$ cat src/rtl/ckey_div.sv
// ----------------------------------------------------------------------------
// ckey_div
// Pipelined restoring divider, one quotient bit per stage. Computes
// (rem << QW) / divisor for rem < divisor, carrying a payload alongside.
// ----------------------------------------------------------------------------
module ckey_div #(
    parameter int DW = 16,
    parameter int QW = 12,
    parameter int PW = 8
) (
    input  logic          aclk,
    input  logic          aresetn,
    input  logic          en,
    input  logic          in_valid,
    input  logic [DW-1:0] in_rem,
    input  logic [DW-1:0] in_divisor,
    input  logic [PW-1:0] in_payload,
    output logic          out_valid,
    output logic [QW-1:0] out_quotient,
    output logic [PW-1:0] out_payload
);
    logic          vld_reg [0:QW];
    logic [DW-1:0] rem_reg [0:QW];
    logic [DW-1:0] dvs_reg [0:QW];
    logic [QW-1:0] quo_reg [0:QW];
    logic [PW-1:0] pay_reg [0:QW];

    assign vld_reg[0] = in_valid;
    assign rem_reg[0] = in_rem;
    assign dvs_reg[0] = in_divisor;
    assign quo_reg[0] = '0;
    assign pay_reg[0] = in_payload;

    for (genvar k = 0; k < QW; k++) begin : g_stage
        logic [DW:0] trial;
        logic        take;

        // Shift in one zero bit and try the subtraction
        assign trial = {rem_reg[k], 1'b0};
        assign take  = (trial >= {1'b0, dvs_reg[k]});

        always_ff @(posedge aclk) begin
            if (!aresetn) begin
                vld_reg[k+1] <= 1'b0;
            end else if (en) begin
                vld_reg[k+1] <= vld_reg[k];
            end
        end

        always_ff @(posedge aclk) begin
            if (en) begin
                rem_reg[k+1] <= take ? DW'(trial - {1'b0, dvs_reg[k]}) : trial[DW-1:0];
                dvs_reg[k+1] <= dvs_reg[k];
                quo_reg[k+1] <= {quo_reg[k][QW-2:0], take};
                pay_reg[k+1] <= pay_reg[k];
            end
        end
    end

    assign out_valid    = vld_reg[QW];
    assign out_quotient = quo_reg[QW];
    assign out_payload  = pay_reg[QW];

endmodule

$ cat config.mk
export PLATFORM = sky130hd
export DESIGN_NAME = ckey_div
export DESIGN_NICKNAME = d
export VERILOG_FILES = /design/src/rtl/ckey_div.sv
export SDC_FILE = /design/constraint.sdc
export NUM_CORES = 1
export LEC_CHECK = 0
export CORE_UTILIZATION = 69
export DETAILED_ROUTE_END_ITERATION = 12
export DONT_BUFFER_PORTS = 1
export GPL_TIMING_DRIVEN = 0
export PLACE_DENSITY = 0.85
export SETUP_SLACK_MARGIN = 0.05
export SLEW_MARGIN = 0
export SYNTH_ARGS = -nofsm -noshare
export SYNTH_HDL_FRONTEND = slang
export SYNTH_SLANG_ARGS = --single-unit
$ cat constraint.sdc
create_clock -name aclk -period 5.6 [get_ports aclk]
set_input_delay 1.12 -clock aclk [delete_from_list [all_inputs] [get_ports aclk]]
set_output_delay 1.12 -clock aclk [all_outputs]
set_load 0.02 [all_outputs]
Yosys cells after proc, flatten, opt, wreduce, memory -nomap -nowiden
Cells that the tools add are included.
- $add $sub $neg: 11
- multipliers: 0
- divide/modulo/power cells: 0
- $lt $le $gt $ge: 12
- equal/unequal tests: 0
- shift operators: 0
- multiplexer cells: 11
- bitwise logic cells: 0
- reduce and logical (&&, ||, !) cells: 0
- operator list (operator ; number):
    $ge 17x16->1 ; 12
    $mux 16 ; 11
    $sub 16x16->16 ; 11
- bits in registers: 538
- latch bits: 0
- memory bits (writable): 0
- memory bits (read-only): 0
- bits of input ports: 44
- output and inout bits: 21
- word-level logic and storage cells: 103
- memories kept: 0

Depth between registers and ports, before layout
- depth after elaboration: 2
- mapped depth: 12
- mapped depth without buffers: 10

Worst setup path before layout
Ideal clock, no wire load.
- path kind: input-to-reg
- start: input port in_divisor[1]
- end: register rem_reg, in the netlist g_stage[1].trial[10], data pin
- library setup time: 260 ps
- arrival time: 3380 ps
- required time: 5340 ps
- path slack: 1960 ps
- stages on the path: 10
- path buffers: 1
- cell sequence: inv_1 > ha_1 > nor2b_1 > o31ai_1 > a21oi_1 > o311a_1 > o21a_1 > o31ai_1 > buf_2 > mux2_2
- longest elaborated chain between the ends: 2
- elaborated cells between the ends (all ways): 3
- those cells by class: 1 x add/sub; 1 x order compare; 1 x mux
- ends and longest elaborated chain (element ; RTL line ; text):
    start, declared ; 16 ; input logic [DW-1:0] in_divisor,
    $sub 16x16->16 or $ge 17x16->1 (tied branches) ; 52, 40 ;
    $mux 16 (*) ; 52 ; rem_reg[k+1] <= take ? DW'(trial - {1'b0, dvs_reg[k]}) : trial[DW-1:0];
    end signal, assigned by index ; 52 ;
    end, declared ; 23 ; logic [DW-1:0] rem_reg [0:QW];
Mark *: on every way between the ends. The rest lies on a longest branch, timed or not.
A chain may end at the register's enable or synchronous reset.

Final worst setup path
- start: register dvs_reg[97] (netlist bit)
- end: register rem_reg, in the netlist g_stage[7].trial[15], data pin
- longest elaborated chain between the ends: 2
- elaborated cells between the ends (all ways): 3
- those cells by class: 1 x add/sub; 1 x order compare; 1 x mux
- ends and longest elaborated chain (element ; RTL line ; text):
    start, declared ; 24 ; logic [DW-1:0] dvs_reg [0:QW];
    start signal, assigned by index ; 53 ; dvs_reg[k+1] <= dvs_reg[k];
    $sub 16x16->16 or $ge 17x16->1 (tied branches) ; 52, 40 ;
    $mux 16 (*) ; 52 ;
Marked as above.

==> flow_metrics.py <==
metrics = {
    "run_status": {
        "status": "complete, but fails checks",
        "violations": "max-slew violations",
    },
    "power": {
        "p_comb_share_pct": 39.1,
        "p_switching_w": 0.00519,
        "peakVddDrop_mv": 0.369,
        "p_clk_share_pct": 22.3,
        "p_int_w": 0.0106,
        "p_sw_share_pct": 33.0,
        "power.leakage_nw": 11.8,
        "seqPwrFrac_pct": 38.6,
        "p_per_area_nw_per_um2": 533,
    },
    "sta": {
        "finalHoldViolations": 0,
        "setup_violations": 0,
        "period_needed_ns": 3.77,
        "min_period_over_period_pct": 67.4,
        "maxSlewHeadroom_pct": -0.903,
        "finClkSkew_ns": 0.0195,
        "rsz0062_at_grt": "no",
        "slew_violations": 18,
        "tightest_slew_ns": 1.51,
        "tns_ns": 0,
        "clock.fmax_ghz": 0.265,
    },
    "route": {
        "drc_errors": 0,
        "vias": 16400,
        "wl_um": 46900,
        "dr.pass1.iters": 6,
        "post_drt_wl_per_cell_um": 17.0,
        "antenna_left": 0,
        "drt_iter0_drc": 950,
        "vias_per_cell": 5.93,
    },
    "cells_and_area": {
        "final_util_pct": 76.3,
        "antenna_cells": 0,
        "area_growth_pct": 8.77,
        "fin_nets": 2445,
        "final_cells": 2762,
        "fillers": 2267,
        "layout-drive-gt1-share_pct": 9.58,
    },
    "synth": {
        "yosys_warnings": 0,
        "synthCells": 2143,
        "synthArstFlopShare_pct": 0,
        "synthTopCellsByArea": "edfxtp_1 58%, ha_1 8.8%, mux2_2 3.4%, inv_1 3.3%, xnor2_1 2.4%",
        "synth_nets": 2389,
        "synth_seq_cells": 538,
        "synth_top_area_share_pct": 58.1,
        "ys_types": 73,
        "synth_area_leader_cell": "edfxtp_1",
        "seq_area_frac_synth_pct": 59.0,
        "synth_ff_type": "edfxtp_1",
        "syn-mean-instance-area_um2": 12.7,
        "synth_edf_count": 526,
        "synth_area_um2": 27200,
    },
    "die": {
        "num_rows": 72,
        "die_w_um": 200,
        "pin_count": 65,
        "dieArea_um2": 40200,
        "start_util_pct": 70.2,
        "dieHeight_um": 200,
        "core_um2": 38700,
    },
    "setup_path": {
        "required_ns": 5.96,
        "cp_max_fo": 10,
        "crit_arrival_ns": 4.13,
        "crit_type": "flop to flop",
        "start_kind": "flop",
        "end_kind": "flop",
    },
    "placed_design": {
        "port_buffers": 0,
        "place.gp.congestion": 0.981,
        "dp_cells": 2661,
        "place_hpwl_um": 32300,
    },
    "clock_tree": {
        "clk_latency_ns": 0.60,
        "cts_sinks": 538,
        "cts.path.max_buffers": 3,
        "clk_pin_slew_ns": 0.06,
        "cts_hold_buffers": 0,
        "clockRootBuffer": "clkbuf_16",
        "cts-resized-gates": 0,
        "cts_tree": "done",
        "htreeDepth": 2,
        "cts_inserted_buffers": 54,
        "post_cts_buffers": 0,
    },
    "global_routing": {
        "grt_pass1_wl_um": 77000,
        "grt_overflow": 0,
        "gr-usage-all-layers_pct": 23.6,
        "grt_pass1_vias": 17200,
        "antenna_found_initial": 0,
        "grt_max_degree": 530,
    },
    "run": {
        "cap_violations": 0,
    },
    "min_path": {
        "hold_path_class": "flop to flop",
    },
}
## logic make-up (layout without fill, tap and decap cells)
kind of cell    Yosys count  in the layout  synth area share (%)
flops                   538            538                  59.0
compound gates          457            457                  11.0
simple gates            424            424                  7.66
buf+inv                 293            394                  4.40
fa+ha+maj               202            202                  9.60
xor+xnor                119            119                  3.83
mux                     110            110                  4.55
## worst paths after layout
| kind | from | endpoint | slack, ns | cells past startpoint |
|---|---|---|---|---|
| worst max-delay path | dvs_reg[97] | g_stage[7].trial[15] | 1.83 | 11 |
| worst min-delay path | quo_reg[21] | out_quotient[10] | 0.41 | 0 |
| worst max register to register | dvs_reg[97] | g_stage[7].trial[15] | 1.83 | 11 |
| worst min register to register | quo_reg[21] | out_quotient[10] | 0.41 | 0 |
## synth_stat cells, drive strengths merged (37+ instances only)
library cell and instances:
edfxtp 526, inv 242, ha 191, o21ai 124, a21oi 115, nor2 106
nand2 101, mux2 88, xnor2 74, nor2b 47, a21o 45, xor2 45
nor3 37
## power by group through the flow
| stage | Clock [W] | Sequential, W | Combinational (W) |
|---|---|---|---|
| floorplan | 0 | 0.00601 | 0.00480 |
| global placement | 0 | 0.00608 | 0.00570 |
| detailed placement | 0 | 0.00613 | 0.00601 |
| CTS | 0.00357 | 0.00606 | 0.00610 |
| global route | 0.00372 | 0.00616 | 0.00677 |
| finish | 0.00352 | 0.00608 | 0.00615 |
## stage by stage
stage | power, W | hold WS [ns] | area, µm² | setup WS [ns]
after floorplan | 0.0108 | 0.400 | 27200 | 1.96
after global placement | 0.0118 | 0.400 | 27800 | 1.58
after detailed placement | 0.0121 | 0.405 | 27800 | 1.45
after CTS | 0.0157 | 0.414 | 29600 | 1.81
after global routing | 0.0167 | 0.418 | 29600 | 1.55
final | 0.0157 | 0.409 | 29600 | 1.83
## final cells by class
type	instances	area (µm²)	area share, %
buffer	51	289	0.977
sequential	538	16000	54.2
tap	518	648	2.19
multi-input combinational	1312	9950	33.7
clock buffer	64	1390	4.70
clock inverter	37	348	1.18
inverter	242	908	3.07
## routing by layer
metal,vias up,track usage [%],routed length (µm)
met5,-,0,0
met4,0,13.3,2370
met3,163,3.67,1720
met2,440,47.7,26400
met1,7767,22.1,16400
li1,8003,-,-
## layout by cell type (no fill, tap or decap), drive strengths merged, types with 47 or more instances in the layout
cell type	count
inv	244
clkbuf	84
mux2	88
a21oi	115
ha	191
edfxtp	526
nand2	101
xnor2	74
nor2b	47
o21ai	124
nor2	106
## critical path, cell delays in order (launching register included)
cell and delay [ns]:
edfxtp_1 0.40, inv_1 0.06, ha_1 0.31, nor2b_1 0.15, o31a_1 0.27, or3_1 0.34, a21oi_1 0.37, o21ai_1 0.17
o31a_1 0.32, o21ai_2 0.54, buf_6 0.25, mux2_2 0.35
Power figures use the tool's default switching activity.
