### src/rtl/ckey_pkg.sv
// ----------------------------------------------------------------------------
// ckey_pkg
// Shared types and constants for the color difference keyer.
// ----------------------------------------------------------------------------
package ckey_pkg;

    // Key color components and gain registers are 16 bits wide each
    localparam int KEY_W      = 16;
    localparam int CFG_DATA_W = 48;
    localparam int CFG_IDX_W  = 3;

    // Signed width of the raw alpha sum, covers 1 + two 16-bit terms
    localparam int SUM_W = 19;

    // Configuration register indexes
    localparam logic [CFG_IDX_W-1:0] REG_KEY_COLOR       = 3'd0;
    localparam logic [CFG_IDX_W-1:0] REG_SCREEN_GAIN     = 3'd1;
    localparam logic [CFG_IDX_W-1:0] REG_COMPLEMENT_GAIN = 3'd2;
    localparam logic [CFG_IDX_W-1:0] REG_SHADOW_GAIN     = 3'd3;
    localparam logic [CFG_IDX_W-1:0] REG_THRESH_LOW      = 3'd4;
    localparam logic [CFG_IDX_W-1:0] REG_THRESH_HIGH     = 3'd5;
    localparam logic [CFG_IDX_W-1:0] REG_OUTPUT_MODE     = 3'd6;

    // Output modes
    localparam logic [1:0] MODE_PREMULT   = 2'd0;
    localparam logic [1:0] MODE_UNPREMULT = 2'd1;
    localparam logic [1:0] MODE_ALPHA     = 2'd2;
    localparam logic [1:0] MODE_STATUS    = 2'd3;

    // Key color and gain settings as seen by the front stages
    typedef struct packed {
        logic [KEY_W-1:0] key_red;
        logic [KEY_W-1:0] key_green;
        logic [KEY_W-1:0] key_blue;
        logic [KEY_W-1:0] screen_gain;
        logic [KEY_W-1:0] complement_gain;
    } ckey_front_cfg_t;

endpackage

### src/rtl/ckey_out.sv
// ----------------------------------------------------------------------------
// ckey_out
// Remapped alpha times mask, then output mode selection and premultiply
// into the result register.
// ----------------------------------------------------------------------------
module ckey_out #(
    parameter int FRAC_BITS    = 12,
    parameter int CHANNEL_BITS = 16
) (
    input  logic                    aclk,
    input  logic                    aresetn,
    input  logic                    en,
    input  logic [1:0]              output_mode,
    input  logic                    in_valid,
    input  logic                    in_zero,
    input  logic                    in_one,
    input  logic [FRAC_BITS-1:0]    in_quotient,
    input  logic [CHANNEL_BITS-1:0] in_red,
    input  logic [CHANNEL_BITS-1:0] in_green,
    input  logic [CHANNEL_BITS-1:0] in_blue,
    input  logic [FRAC_BITS:0]      in_mask,
    output logic                    out_valid,
    output logic [CHANNEL_BITS-1:0] out_red,
    output logic [CHANNEL_BITS-1:0] out_green,
    output logic [CHANNEL_BITS-1:0] out_blue,
    output logic [FRAC_BITS:0]      out_alpha
);
    import ckey_pkg::*;

    localparam int AW = FRAC_BITS + 1;
    localparam int MW = 2 * AW;
    localparam int CW = CHANNEL_BITS + AW;
    localparam logic [AW-1:0] ONE_A  = AW'(1) << FRAC_BITS;
    localparam logic [AW-1:0] HALF_A = AW'(1) << (FRAC_BITS - 1);

    // Stage F: pick remapped alpha and apply mask
    logic [AW-1:0] remap_a;
    logic [MW-1:0] masked;

    always_comb begin
        remap_a = in_zero ? '0 : (in_one ? ONE_A : {1'b0, in_quotient});
        masked  = MW'(remap_a) * MW'(in_mask);
    end

    logic                    f_valid_reg;
    logic [AW-1:0]           f_alpha_reg;
    logic [CHANNEL_BITS-1:0] f_red_reg, f_green_reg, f_blue_reg;

    always_ff @(posedge aclk) begin
        if (!aresetn) begin
            f_valid_reg <= 1'b0;
        end else if (en) begin
            f_valid_reg <= in_valid;
        end
    end

    always_ff @(posedge aclk) begin
        if (en) begin
            f_alpha_reg <= AW'(masked >> FRAC_BITS);
            f_red_reg   <= in_red;
            f_green_reg <= in_green;
            f_blue_reg  <= in_blue;
        end
    end

    // Stage G: output mode and premultiply
    logic [CW-1:0]           prod_r, prod_g, prod_b;
    logic [AW-1:0]           alpha_sel;
    logic [CHANNEL_BITS-1:0] red_next, green_next, blue_next;

    always_comb begin
        prod_r    = CW'(f_red_reg) * CW'(f_alpha_reg);
        prod_g    = CW'(f_green_reg) * CW'(f_alpha_reg);
        prod_b    = CW'(f_blue_reg) * CW'(f_alpha_reg);
        alpha_sel = f_alpha_reg;
        if (output_mode == MODE_STATUS && f_alpha_reg != '0 && f_alpha_reg < ONE_A) begin
            alpha_sel = HALF_A;
        end
        case (output_mode)
            MODE_PREMULT: begin
                red_next   = CHANNEL_BITS'(prod_r >> FRAC_BITS);
                green_next = CHANNEL_BITS'(prod_g >> FRAC_BITS);
                blue_next  = CHANNEL_BITS'(prod_b >> FRAC_BITS);
            end
            MODE_UNPREMULT: begin
                red_next   = f_red_reg;
                green_next = f_green_reg;
                blue_next  = f_blue_reg;
            end
            default: begin
                red_next   = CHANNEL_BITS'(alpha_sel);
                green_next = CHANNEL_BITS'(alpha_sel);
                blue_next  = CHANNEL_BITS'(alpha_sel);
            end
        endcase
    end

    logic g_valid_reg;

    always_ff @(posedge aclk) begin
        if (!aresetn) begin
            g_valid_reg <= 1'b0;
        end else if (en) begin
            g_valid_reg <= f_valid_reg;
        end
    end

    always_ff @(posedge aclk) begin
        if (en) begin
            out_red   <= red_next;
            out_green <= green_next;
            out_blue  <= blue_next;
            out_alpha <= alpha_sel;
        end
    end

    assign out_valid = g_valid_reg;

endmodule

### config.mk
export PLATFORM = sky130hd
export DESIGN_NAME = ckey_out
export DESIGN_NICKNAME = d
export VERILOG_FILES = /design/src/rtl/ckey_pkg.sv /design/src/rtl/ckey_out.sv
export SDC_FILE = /design/constraint.sdc
export NUM_CORES = 2
export LEC_CHECK = 0
export BUFFER_PORTS_ARGS = -buffer_cell sky130_fd_sc_hd__buf_4
export CORE_MARGIN = 3
export CORE_UTILIZATION = 55
export DETAILED_ROUTE_END_ITERATION = 8
export PLACE_DENSITY_LB_ADDON = 0.3
export REMOVE_ABC_BUFFERS = 1
export SLEW_MARGIN = 20
export SYNTH_ARGS = -nofsm -noshare
export SYNTH_HDL_FRONTEND = slang
export SYNTH_SLANG_ARGS = --single-unit
### constraint.sdc
create_clock -name aclk -period 10.6 [get_ports aclk]
set_clock_uncertainty 0.15 [all_clocks]
set_input_delay 2.12 -clock aclk [delete_from_list [all_inputs] [get_ports aclk]]
set_output_delay 2.12 -clock aclk [all_outputs]
set_load 0.02 [all_outputs]
# == After elaboration in Yosys (flattened, before gate mapping) ==
# Cells that the tools add are included.
# word_totals
regBits,124
input_bits,81
out_inout_bits,62
elab_cells,27
# op_classes
multipliers,4
n_lt_le_gt_ge,1
n_eq_ne,2
n_mux,6
reduce_logical,4
# op_table
op,n
one-hot mux 16 bit (2 select lines),3
multiplier 16 x 13 -> 28 bit,3
two-way mux 13 bit,3
multiplier 13 x 13 -> 25 bit,1
"less-than comparator 13 bit, second input constant",1
nonzero test 13 bit,1
"equality test 2 x 1 -> 1 bit, second input constant",1
"equality test 2 bit, second input constant",1
logical AND 1 bit,2
logical NOT 2 bit,1

# == Longest topological paths before layout ==
# logic_depth
depth_word,5
ltp_mapped,23
depth_no_buf,21

# == Worst setup path before layout ==
# Ideal clock, no wire load.
# synth_path
path_kind,input -> register
from,input in_zero
to,"register f_alpha_reg[11], data pin"
setup_time_ns,0.258
t_arrival_ns,7.269
required_ns,10.192
slack_ns,2.924
cell_stages,22
n_path_buf,2
cell_sequence,nor2_1 > clkbuf_1 > and2_1 > clkbuf_1 > nand2_1 > fa_1 > inv_1 > fa_1 > fa_1 > inv_1 > fa_1 > inv_1 > fa_1 > ha_1 > a211o_1 > a211oi_1 > a2111o_1 > a31oi_4 > a31oi_2 > o21bai_1 > a21oi_1 > xnor2_1
# synth_between
elab_chain_len,2
# synth_rtl
element,line_no,text
from (decl),ckey_out.sv:15,"input logic in_zero,"
two-way mux 13 bit,ckey_out.sv:41,"remap_a = in_zero ? '0 : (in_one ? ONE_A : {1'b0, in_quotient});"
multiplier 13 x 13 -> 25 bit,ckey_out.sv:42,masked = MW'(remap_a) * MW'(in_mask);
net masked[23],ckey_out.sv:38,logic [MW-1:0] masked;
to (signal assigned),ckey_out.sv:59,f_alpha_reg <= AW'(masked >> FRAC_BITS);
to (decl),ckey_out.sv:46,logic [AW-1:0] f_alpha_reg;
# The timed path passes the listed nets, and every way through them passes these cells.
# A chain may end at the register's enable or synchronous reset.

# == Worst setup path in the final report ==
# Ends and elaborated chain as after synthesis.

==> impl_metrics.env <==
export IMPL_grt_remaining_overflow=0
export IMPL_layout_filler_cells=4420
export IMPL_detailedPlacementHpwl_um=54300
export IMPL_syn_avg_cell_area_um2=9.12
export IMPL_yosys_area_top_type="sky130_fd_sc_hd__fa_1"
export IMPL_number_of_cells_on_the_worst_hold_path=0
export IMPL_dr_pass1_iters=9
export IMPL_maxCapViolations=0
export IMPL_grt_antenna_before_repair=0
export IMPL_timing_worst_slew_pin_value_ps=1040
export IMPL_worstHoldPathType="flop to flop"
export IMPL_min_period_over_period_pct=76.4
export IMPL_yosysWarnings=0
export IMPL_rsz_0062_raised_after_global_routing="false"
export IMPL_cpMaxStageDelayCell="sky130_fd_sc_hd__nor2_2"
export IMPL_postCtsHoldBufs=0
export IMPL_detail_route_wl_per_cell_um=19.1
export IMPL_cts_reportedPaths_clkPinSlew_ps=60
export IMPL_syn_inst=3179
export IMPL_clockRootBuffer="sky130_fd_sc_hd__clkbuf_16"
export IMPL_achievable_freq_mhz=124
export IMPL_fin_crit_ps=8100
export IMPL_yosys_most_used_dff="sky130_fd_sc_hd__edfxtp_1"
export IMPL_clock_sink_count=124
export IMPL_grt_usage_pct=27.5
export IMPL_floorplan_io_pins=143
export IMPL_dieHeight_um=236
export IMPL_biggest_cell_delay_along_the_critical_path_ps=620
export IMPL_grt_first_pass_wirelength_um=121000
export IMPL_fin_cells=3887
export IMPL_setup_worst_path_end_class="flop"
export IMPL_synth_edff_count=122
export IMPL_timing_hold_worst_start="f_alpha_reg[12]"
export IMPL_netlist_top_cells_area="sky130_fd_sc_hd__fa_1 (40%), sky130_fd_sc_hd__edfxtp_1 (13%), sky130_fd_sc_hd__ha_1 (11%), sky130_fd_sc_hd__inv_1 (10%), sky130_fd_sc_hd__and2_1 (7.1%)"
export IMPL_setup_worst_path_class="input port to flop"
export IMPL_route_detailed_drc=0
export IMPL_worstReg2RegStart="f_alpha_reg[7]"
export IMPL_detailroute_via_count=21500
export IMPL_status="finished, final reports clean"
export IMPL_yosysSeqAreaShare_pct=12.8
export IMPL_placement_io_buffers=142
export IMPL_floorplan_die_area_um2=55500
export IMPL_cts_setup_buffers=0
export IMPL_cts_made_buffers=17
export IMPL_report_final_hold_viol_count=0
export IMPL_die_width_um=236
export IMPL_fp_row_count=83
export IMPL_grt_max_degree=85
export IMPL_final_antenna_net_count=0
export IMPL_cts_htree_levels=4
export IMPL_synth_largest_type_area_fraction_pct=39.7
export IMPL_worstSkewPairLatency_ps=460
export IMPL_finalSetupViolCount=0
export IMPL_design_final_nets=4117
export IMPL_postSynthRegisterBits=124
export IMPL_critical_path_peak_fanout=31
export IMPL_first_global_vias=23200
export IMPL_routed_via_density=5.54
export IMPL_globalplace_congestion=0.936
export IMPL_cts_root_to_sink_buffers=2
export IMPL_asyncSetResetFlopFracSynth_pct=0
export IMPL_initial_core_util_pct=56.1
export IMPL_worstPathRequired_ps=10660
export IMPL_slew_limit_headroom_pct=30.3
export IMPL_area_growth_pct=7.09
export IMPL_cts_tree="built"
export IMPL_crit_chain="buf_4 > nor2_2 > and2_1 > nand2_1 > fa_1 > inv_1 > fa_1 > fa_1 > inv_1 > fa_1 > inv_1 > fa_1 > ha_1 > a211o_1 > a211oi_1 > a2111o_1 > a31oi_4 > a31oi_2 > o21bai_1 > a21oi_1 > xnor2_1"
export IMPL_synth_top_cells_by_count="sky130_fd_sc_hd__inv_1 (770), sky130_fd_sc_hd__fa_1 (575), sky130_fd_sc_hd__nand2_1 (481), sky130_fd_sc_hd__and2_1 (331), sky130_fd_sc_hd__ha_1 (265)"
export IMPL_yosysMostFrequentCell="sky130_fd_sc_hd__inv_1"
export IMPL_most_common_cell_type_on_the_critical_path="sky130_fd_sc_hd__fa_1"
export IMPL_place_detailed_instances=3857
export IMPL_core_region_area_um2=51700
export IMPL_reg2reg_slack_ps=3790
export IMPL_synth_cell_type_count=70
export IMPL_cp_data_arrival_time_ps=8160
export IMPL_wl_um=74100
export IMPL_dr_first_iter_drc_count=1567
export IMPL_antenna_cells_inserted=0
export IMPL_placement_cell_area_um2=30500
export IMPL_setup_worst_path_start_class="input port"
export IMPL_total_non_filler_cell_area_in_the_finished_layout_um2=31100
export IMPL_slew_viol_final=0
export IMPL_finish_utilization_pct=60.1
export IMPL_worst_hold_end="out_alpha[12]"
export IMPL_drive_gt1_share_pct=6.52
export IMPL_r2r_end="out_blue[6]"
export IMPL_post_cts_sizing_count=0
export IMPL_mappedNetlistArea_um2=29000
export IMPL_timing_setup_tns_ps=0
export IMPL_r2r_cells=18
[how the worst max path moves through the flow]
stage	from	to	slack (ps)	cells after the start
floorplan	in_zero	f_alpha_reg[11]	2090	20
global placement	in_zero	f_alpha_reg[11]	2190	21
detailed placement	in_zero	f_alpha_reg[11]	2030	21
CTS	in_zero	f_alpha_reg[11]	2530	21
global route	in_zero	f_alpha_reg[11]	2090	21
finish	in_zero	f_alpha_reg[11]	2500	21
[metal layers]
metal  up-vias  share of wire (%)  routed length, um  global-route usage (%)
met1     10900                 39              29100                    35.4
met4         0                3.2               2380                    9.94
li1       9525                  -                  -                       -
met5         -                  0                  0                       0
met2       905                 50              36700                    47.5
met3       154                7.9               5830                    4.12
[through the flow]
stage / setup WS, ps / hold slack, ps
final: 2500 / 311
after global routing: 2090 / 323
after CTS: 2530 / 319
after detailed placement: 2030 / 292
after global placement: 2190 / 299
after floorplan: 2090 / 332
[critical path: cells and delay by family]
| family | cells | cell delay (ps) |
|---|---|---|
| adder cells (fa/ha/maj) | 6 | 2820 |
| AO/OA/AOI/OAI | 7 | 1610 |
| AND/OR/NAND/NOR | 3 | 1250 |
| buffers and inverters | 4 | 280 |
| XOR/XNOR | 1 | 90 |
[cell usage in the layout, fill, tap and decap left out, types with 6 or more instances in the layout]
cell,instances
sky130_fd_sc_hd__inv_1,770
sky130_fd_sc_hd__fa_1,575
sky130_fd_sc_hd__nand2_1,481
sky130_fd_sc_hd__and2_1,331
sky130_fd_sc_hd__ha_1,265
sky130_fd_sc_hd__buf_4,160
sky130_fd_sc_hd__edfxtp_1,122
sky130_fd_sc_hd__a21oi_1,67
sky130_fd_sc_hd__and3_1,56
sky130_fd_sc_hd__o21ai_0,44
sky130_fd_sc_hd__nor2_1,38
sky130_fd_sc_hd__xnor2_1,34
sky130_fd_sc_hd__xor2_1,27
sky130_fd_sc_hd__a21o_1,22
sky130_fd_sc_hd__clkbuf_16,17
sky130_fd_sc_hd__nand3_1,16
sky130_fd_sc_hd__nor3_1,13
sky130_fd_sc_hd__nand4_1,12
sky130_fd_sc_hd__a211oi_1,11
sky130_fd_sc_hd__o211ai_1,9
sky130_fd_sc_hd__mux2i_1,9
sky130_fd_sc_hd__nor2b_1,8
sky130_fd_sc_hd__o21a_1,7
sky130_fd_sc_hd__a31oi_1,7
sky130_fd_sc_hd__nand2b_1,7
sky130_fd_sc_hd__o21bai_1,6
sky130_fd_sc_hd__and4_1,6
[cells by family (layout without fill, tap and decap cells)]
kind of cell,count (synthesis),count (layout),synth area share [%]
fa+ha+maj,840,840,51.1
flops,124,124,12.8
mux,10,10,0.349
compound gates,214,214,4.81
simple gates,996,996,17.0
xor+xnor,61,61,1.84
buf+inv,934,962,12.1
[cell type report]
class	count	area, um^2	share of cell area, %
sequential	124	3700	11.9
multi-input combinational	2121	21800	70.2
clock inverter	13	166	0.536
tap	680	851	2.74
inverter	770	2890	9.30
timing repair buffer	162	1220	3.94
clock buffer	17	425	1.37
Power is not shown: default switching activity piles up to over one toggle a cycle in this logic, so the estimate is an artifact.
