`src/rtl/ckey_pkg.sv`:
```
// ----------------------------------------------------------------------------
// ckey_pkg
// Shared types and constants for the color difference keyer.
// ----------------------------------------------------------------------------
package ckey_pkg;

    // Key color components and gain registers are 16 bits wide each
    localparam int KEY_W      = 16;
    localparam int CFG_DATA_W = 48;
    localparam int CFG_IDX_W  = 3;

    // Signed width of the raw alpha sum, covers 1 + two 16-bit terms
    localparam int SUM_W = 19;

    // Configuration register indexes
    localparam logic [CFG_IDX_W-1:0] REG_KEY_COLOR       = 3'd0;
    localparam logic [CFG_IDX_W-1:0] REG_SCREEN_GAIN     = 3'd1;
    localparam logic [CFG_IDX_W-1:0] REG_COMPLEMENT_GAIN = 3'd2;
    localparam logic [CFG_IDX_W-1:0] REG_SHADOW_GAIN     = 3'd3;
    localparam logic [CFG_IDX_W-1:0] REG_THRESH_LOW      = 3'd4;
    localparam logic [CFG_IDX_W-1:0] REG_THRESH_HIGH     = 3'd5;
    localparam logic [CFG_IDX_W-1:0] REG_OUTPUT_MODE     = 3'd6;

    // Output modes
    localparam logic [1:0] MODE_PREMULT   = 2'd0;
    localparam logic [1:0] MODE_UNPREMULT = 2'd1;
    localparam logic [1:0] MODE_ALPHA     = 2'd2;
    localparam logic [1:0] MODE_STATUS    = 2'd3;

    // Key color and gain settings as seen by the front stages
    typedef struct packed {
        logic [KEY_W-1:0] key_red;
        logic [KEY_W-1:0] key_green;
        logic [KEY_W-1:0] key_blue;
        logic [KEY_W-1:0] screen_gain;
        logic [KEY_W-1:0] complement_gain;
    } ckey_front_cfg_t;

endpackage

```
`src/rtl/ckey_front.sv`:
```
// ----------------------------------------------------------------------------
// ckey_front
// Input register, screen channel selection and excess, then the screen and
// complement products summed into the signed raw alpha.
// ----------------------------------------------------------------------------
module ckey_front #(
    parameter int FRAC_BITS    = 12,
    parameter int CHANNEL_BITS = 16
) (
    input  logic                          aclk,
    input  logic                          aresetn,
    input  logic                          en,
    input  ckey_pkg::ckey_front_cfg_t     cfg,
    input  logic                          in_valid,
    input  logic [CHANNEL_BITS-1:0]       in_red,
    input  logic [CHANNEL_BITS-1:0]       in_green,
    input  logic [CHANNEL_BITS-1:0]       in_blue,
    input  logic [FRAC_BITS:0]            in_mask,
    output logic                          out_valid,
    output logic signed [ckey_pkg::SUM_W-1:0] out_sum,
    output logic [CHANNEL_BITS-1:0]       out_red,
    output logic [CHANNEL_BITS-1:0]       out_green,
    output logic [CHANNEL_BITS-1:0]       out_blue,
    output logic [FRAC_BITS:0]            out_mask,
    output logic                          out_shadow_en,
    output logic [ckey_pkg::KEY_W-1:0]    out_scr,
    output logic [ckey_pkg::KEY_W-1:0]    out_kscr
);
    import ckey_pkg::*;

    localparam int W0 = (CHANNEL_BITS > KEY_W) ? CHANNEL_BITS : KEY_W;
    localparam int XW = (W0 > FRAC_BITS + 2) ? W0 : FRAC_BITS + 2;
    localparam int AW = FRAC_BITS + 1;
    localparam int PW = KEY_W + AW;
    localparam logic [XW-1:0] ONE_X = XW'(1) << FRAC_BITS;
    localparam logic [AW-1:0] ONE_A = AW'(1) << FRAC_BITS;

    // Stage A: input register, saturate mask
    logic                    a_valid_reg;
    logic [CHANNEL_BITS-1:0] a_red_reg, a_green_reg, a_blue_reg;
    logic [AW-1:0]           a_mask_reg;

    always_ff @(posedge aclk) begin
        if (!aresetn) begin
            a_valid_reg <= 1'b0;
        end else if (en) begin
            a_valid_reg <= in_valid;
        end
    end

    always_ff @(posedge aclk) begin
        if (en) begin
            a_red_reg   <= in_red;
            a_green_reg <= in_green;
            a_blue_reg  <= in_blue;
            a_mask_reg  <= (in_mask > ONE_A) ? ONE_A : in_mask;
        end
    end

    // Stage B: pick screen channel, clamp, excess over key
    logic          green_screen;
    logic [XW-1:0] scr_x, oth_x, kscr_x, koth_x, red_x, kred_x;
    logic [XW-1:0] diff_r, diff_o, ex_r, ex_o, ex_x, sat_x;

    always_comb begin
        green_screen = (cfg.key_green > cfg.key_blue);
        scr_x  = green_screen ? XW'(a_green_reg) : XW'(a_blue_reg);
        oth_x  = green_screen ? XW'(a_blue_reg) : XW'(a_green_reg);
        kscr_x = green_screen ? XW'(cfg.key_green) : XW'(cfg.key_blue);
        koth_x = green_screen ? XW'(cfg.key_blue) : XW'(cfg.key_green);
        red_x  = XW'(a_red_reg);
        kred_x = XW'(cfg.key_red);
        diff_r = red_x - kred_x;
        diff_o = oth_x - koth_x;
        ex_r   = (red_x > kred_x) ? ((diff_r > ONE_X) ? ONE_X : diff_r) : '0;
        ex_o   = (oth_x > koth_x) ? ((diff_o > ONE_X) ? ONE_X : diff_o) : '0;
        ex_x   = (ex_r > ex_o) ? ex_r : ex_o;
        sat_x  = (scr_x > ONE_X) ? ONE_X : scr_x;
    end

    logic                    b_valid_reg;
    logic [CHANNEL_BITS-1:0] b_red_reg, b_green_reg, b_blue_reg;
    logic [AW-1:0]           b_mask_reg, b_sat_reg, b_ex_reg;
    logic                    b_shadow_reg;
    logic [KEY_W-1:0]        b_scr_reg, b_kscr_reg;

    always_ff @(posedge aclk) begin
        if (!aresetn) begin
            b_valid_reg <= 1'b0;
        end else if (en) begin
            b_valid_reg <= a_valid_reg;
        end
    end

    always_ff @(posedge aclk) begin
        if (en) begin
            b_red_reg    <= a_red_reg;
            b_green_reg  <= a_green_reg;
            b_blue_reg   <= a_blue_reg;
            b_mask_reg   <= a_mask_reg;
            b_sat_reg    <= sat_x[AW-1:0];
            b_ex_reg     <= ex_x[AW-1:0];
            b_shadow_reg <= (kscr_x != '0) && (scr_x < kscr_x);
            b_scr_reg    <= scr_x[KEY_W-1:0];
            b_kscr_reg   <= kscr_x[KEY_W-1:0];
        end
    end

    // Stage C: screen and complement products into the signed sum
    logic [PW-1:0]           prod_scr, prod_cmp;
    logic signed [SUM_W-1:0] sum_next;

    always_comb begin
        prod_scr = PW'(cfg.screen_gain) * PW'(b_sat_reg);
        prod_cmp = PW'(cfg.complement_gain) * PW'(b_ex_reg);
        sum_next = SUM_W'(ONE_X) - SUM_W'(prod_scr >> FRAC_BITS)
                 + SUM_W'(prod_cmp >> FRAC_BITS);
    end

    logic                    c_valid_reg;
    logic signed [SUM_W-1:0] c_sum_reg;

    always_ff @(posedge aclk) begin
        if (!aresetn) begin
            c_valid_reg <= 1'b0;
        end else if (en) begin
            c_valid_reg <= b_valid_reg;
        end
    end

    always_ff @(posedge aclk) begin
        if (en) begin
            c_sum_reg     <= sum_next;
            out_red       <= b_red_reg;
            out_green     <= b_green_reg;
            out_blue      <= b_blue_reg;
            out_mask      <= b_mask_reg;
            out_shadow_en <= b_shadow_reg;
            out_scr       <= b_scr_reg;
            out_kscr      <= b_kscr_reg;
        end
    end

    assign out_valid = c_valid_reg;
    assign out_sum   = c_sum_reg;

endmodule

```
`config.mk`:
```
export PLATFORM = sky130hd
export DESIGN_NAME = ckey_front
export DESIGN_NICKNAME = d
export VERILOG_FILES = /design/src/rtl/ckey_pkg.sv /design/src/rtl/ckey_front.sv
export SDC_FILE = /design/constraint.sdc
export NUM_CORES = 1
export LEC_CHECK = 0
export BUFFER_PORTS_ARGS = -buffer_cell sky130_fd_sc_hd__buf_2
export CELL_PAD_IN_SITES_DETAIL_PLACEMENT = 1
export CELL_PAD_IN_SITES_GLOBAL_PLACEMENT = 2
export CORE_UTILIZATION = 44
export CTS_CLUSTER_DIAMETER = 120
export DETAILED_ROUTE_END_ITERATION = 10
export MAX_ROUTING_LAYER = met4
export PLACE_DENSITY_LB_ADDON = 0.05
export SYNTH_ARGS = -nofsm -noshare
export SYNTH_HDL_FRONTEND = slang
export SYNTH_SLANG_ARGS = --single-unit
```
`constraint.sdc`:
```
create_clock -name aclk -period 14.3 [get_ports aclk]
set_input_delay 1.43 -clock aclk [delete_from_list [all_inputs] [get_ports aclk]]
set_output_delay 1.43 -clock aclk [all_outputs]
set_load 0.1 [all_outputs]
```
# Yosys cells after proc, flatten, opt, wreduce, memory -nomap -nowiden
# Index checks and enable logic that the tools add are counted.
# word_totals
register_bits	297
input_bits	145
out_inout_bits	114
wordCells	50
# op_classes
n_reduce_logical	2
mul	2
magnitude_cmp	9
n_addsub	4
n_mux	9
# ops
operator	count
$mux W16	8
$gt A16 B16 Y1	4
$mul A16 B13 Y29	2
$gt A16 B13 Y1 const B	3
$sub A16 B16 Y16	2
$add A18 B18 Y19	1
$sub A13 B17 Y18 const A	1
$lt A16 B16 Y1	1
$reduce_bool A16 Y1	1
$gt A13 B13 Y1 const B	1
$mux W13	1
$logic_and A1 B1 Y1	1

# Depth between registers and ports, before layout
# logic_depth
word_depth	8
depth_mapped	39
mapped_depth_nobuf	33

# Worst setup path before layout
# No wires, ideal clock.
# synth_timing
kind	input to register
from	input port cfg[41] in the netlist's numbering
to	register b_ex_reg[9] (data pin)
arrival_ns	8.509
path_stages	37
required_ns	14.031
path_slack_ns	5.521
n_path_buf	5
setup_ns	0.269
cell_sequence	inv_1 > ha_1 > a21o_1 > a21o_1 > a21o_1 > a221oi_1 > o221ai_1 > o21ai_2 > buf_2 > buf_2 > buf_2 > mux2_2 > ha_1 > fa_1 > nand2b_1 > a21oi_1 > o21a_1 > o21a_1 > a21o_1 > a21oi_1 > a21oi_1 > mux2i_1 > and2_1 > buf_2 > nand2b_1 > ha_1 > nor2b_1 > o21a_1 > o21a_1 > o21a_1 > o21a_1 > o21ai_0 > a21boi_0 > o31ai_1 > or4b_1 > buf_6 > o22ai_2
# synth_between
elab_chain_len	8
word_cells_on_any_way	10
classes_between	add/sub (1); order compare (4); mux (5)
# synth_lines
item	line	source
start, declared	ckey_front.sv:13	input ckey_pkg::ckey_front_cfg_t cfg,
$gt A16 B16 Y1	ckey_front.sv:66	green_screen = (cfg.key_green > cfg.key_blue);
$mux W16, on equally long branches	ckey_front.sv:68, ckey_front.sv:70	
$sub A16 B16 Y16	ckey_front.sv:74	diff_o = oth_x - koth_x;
$gt A16 B13 Y1	ckey_front.sv:76	ex_o = (oth_x > koth_x) ? ((diff_o > ONE_X) ? ONE_X : diff_o) : '0;
$mux W16	ckey_front.sv:76	
$mux W16 *	ckey_front.sv:76	
$gt A16 B16 Y1	ckey_front.sv:77	ex_x = (ex_r > ex_o) ? ex_r : ex_o;
$mux W13 *	ckey_front.sv:77	
named net ex_x[9]	ckey_front.sv:63	logic [XW-1:0] diff_r, diff_o, ex_r, ex_o, ex_x, sat_x;
end signal, assigned	ckey_front.sv:102	b_ex_reg <= ex_x[AW-1:0];
end, declared	ckey_front.sv:83	logic [AW-1:0] b_mask_reg, b_sat_reg, b_ex_reg;
# The timed path passes the listed nets; every way through them passes the cells marked *.
# A chain may end at the register's enable or synchronous reset.

# Worst setup path after layout
# layout_timing
from	input port cfg[37] in the netlist's numbering
to	register b_ex_reg[0] (data pin)
# The elaborated chain is that of the path after synthesis.

==> results.cfg <==
[outcome]
status = completed

[global_routing]
grt_util_met3 = 0.0300
grt_use_met1 = 0.298
busiest_layer = met2
grt_max_degree = 79
grt_pass1_wl_um = 119000
grt_pass1_vias = 21600
gr-total-overflow = 0
grt.total_usage = 0.250
antenna_found_initial = 3
met2_usage = 0.440

[power_and_ir_drop]
finalPower_w = 0.00659
power.leakage_nw = 14.0
vdd_ir_drop_max_uv = 406
power_per_cell_area_mw_per_mm2 = 215

[clock_network]
clock_latency_ns = 0.57
max-clock-path-buffers = 3
cts.clk_slew.worst_paths_ns = 0.06
post_cts_resized = 0
post_cts_buffers = 0
tritoncts = yes
cts_root_buffer = clkbuf_16
clkSinkCount = 297
htreeDepth = 2
cts.hold.buffers_added = 0
cts_buffers = 36

[layout]
area_growth_pct = 12.2
fin_util = 0.499
final_common_cell = inv_1
fill_cells = 6766
finalNetCount = 3480
drive_above_1_share = 0.147
fin_cells = 3655
layout_common_cells = inv_1, fa_1, edfxtp_1, nand2_1, buf_2
largest_reg_flops = 19

[placement]
io_buffers = 258
dp.cells = 3588
dp_hpwl_um = 59600
place.gp.congestion = 0.878

[timing]
finalSetupViolations = 0
relSlewSlack = 0.341
period_share = 0.658
rsz0062_at_grt = false
fin_setup_tns_ns = 0
worst_pin_slew_ns = 0.989
skew_ns = 0.0244
period_minus_slack_ns = 9.41
holdWs_ns = 0.394
final_max_slew_viol_count = 0
hold_viol = 0
fmaxAchievable_mhz = 106

[route]
drcViolationCount = 0
antenna_left = 0
drtIter0Drc = 684
wl_um = 74700
vias_per_cell = 5.22
post_drt_wl_per_cell_um = 20.4
first_pass_iters = 5
vias = 19100

[critical_path]
path_max_fanout = 41
cp_slowest_cell = o31ai_1
path_common_cell = a21o_1
startpoint_type = input port
path_delay_family = compound AO/OA/AOI/OAI gates
crit_type = input port to register
max_stage_delay_ns = 0.70
crit_arrival_ns = 9.70
required_ns = 14.59
endpoint_kind = register
critPathBufInv = 3

[die]
die-area_mm2 = 0.0632
die_y_um = 251
start_util = 0.445
core-area_mm2 = 0.0616
pin_count = 259
die_w_um = 251
rows = 91

[synth]
synthXorXnorAreaFrac = 0.0217
syn_inst = 2567
ys_seq_area_frac = 0.325
synthAdderAreaFrac = 0.334
ys_warn_count = 0
muxShareOfSynthArea = 0.0233
ys_ff_latch = 297
syn_area_mm2 = 0.0274
synth_edf_count = 294
synth_top_family_by_area = adder cells
ys_types = 85
synth_compound_area_frac = 0.0822
synthFlopType = edfxtp_1
syn_avg_cell_area_um2 = 10.7
async_flop_share = 0
synth-simple-area-share = 0.141

[run]
cap_violations = 0

[worst_hold_path]
hp-class = register to register
==> metrics by stage <==
stage	instance area [um^2]	setup slack, ns
after floorplan	27400	5.52
after global placement	29500	4.64
after detailed placement	29500	4.39
after CTS	30700	4.96
after global routing	30700	4.08
final	30700	4.89
==> worst paths after layout <==
check             slack, ns  cells after the start           end           start
setup / recovery       4.89                     34   b_ex_reg[0]         cfg[37]
hold / removal         0.39                      0  out_green[1]  b_green_reg[1]
setup reg to reg       5.63                     27   out_sum[18]     b_ex_reg[1]
hold reg to reg        0.39                      0  out_green[1]  b_green_reg[1]
==> area by class of cell <==
type | count | area (um^2) | area share
Multi-Input combinational cell | 1750 | 16500 | 0.538
Inverter | 436 | 1640 | 0.0533
Clock buffer | 41 | 930 | 0.0303
Timing Repair Buffer | 268 | 1380 | 0.0448
Tap cell | 837 | 1050 | 0.0341
Antenna cell | 3 | 7.51 | 0.000244
Clock inverter | 23 | 324 | 0.0105
Sequential cell | 297 | 8890 | 0.289
==> per-layer routing <==
| layer | vias to the layer above | share of wire |
|---|---|---|
| li1 | 8924 | - |
| met1 | 9715 | 0.42 |
| met2 | 317 | 0.52 |
| met3 | 118 | 0.032 |
| met4 | 0 | 0.032 |
| met5 | - | 0 |
==> cell usage after synthesis (4+ instances only) <==
| library cell | n | area, um^2 |
|---|---|---|
| a2111oi_0 | 9 | 78.8 |
| a211o_1 | 4 | 35.0 |
| a211oi_1 | 13 | 97.6 |
| a21boi_0 | 7 | 52.6 |
| a21o_1 | 38 | 285 |
| a21oi_1 | 67 | 335 |
| a31oi_1 | 10 | 62.6 |
| a41oi_1 | 5 | 43.8 |
| and2_1 | 182 | 1140 |
| and3_1 | 8 | 50.1 |
| buf_2 | 14 | 70.1 |
| clkbuf_1 | 70 | 263 |
| edfxtp_1 | 294 | 8830 |
| fa_1 | 309 | 6190 |
| ha_1 | 237 | 2970 |
| inv_1 | 436 | 1640 |
| mux2_2 | 43 | 484 |
| mux2i_1 | 14 | 140 |
| nand2_1 | 275 | 1030 |
| nand2b_1 | 20 | 125 |
| nand3_1 | 31 | 155 |
| nand4_1 | 25 | 156 |
| nor2_1 | 94 | 353 |
| nor2b_1 | 47 | 294 |
| nor3_1 | 26 | 130 |
| nor3b_1 | 4 | 30.0 |
| nor4_1 | 14 | 87.6 |
| o211a_1 | 5 | 50.1 |
| o211ai_1 | 7 | 52.6 |
| o21a_1 | 28 | 210 |
| o21ai_0 | 41 | 205 |
| o21ai_1 | 4 | 20.0 |
| o21ai_2 | 6 | 52.6 |
| o21bai_1 | 7 | 52.6 |
| o221ai_1 | 6 | 52.6 |
| o22ai_2 | 8 | 100 |
| o31a_1 | 4 | 35.0 |
| o31ai_1 | 9 | 67.6 |
| or2_2 | 6 | 37.5 |
| or3_1 | 9 | 56.3 |
| xnor2_1 | 45 | 394 |
| xor2_1 | 19 | 166 |
==> power by group <==
part	total (W)	internal [W]	leakage, nW	switching (W)
registers	0.00128	0.00122	2.92	0.0000613
logic	0.00435	0.00165	10.4	0.00270
clock network	0.000965	0.000569	0.605	0.000396
total	0.00659	0.00344	14.0	0.00316
==> cell families after synthesis <==
group	count (synthesis)
AOI/OAI and AO/OA	309
xor gates and xnor gates	66
adders and majority gates	546
buffers and inverters	524
DFF	297
muxes	58
other	2
and+or+nand+nor	765
Power figures use the tool's default switching activity.
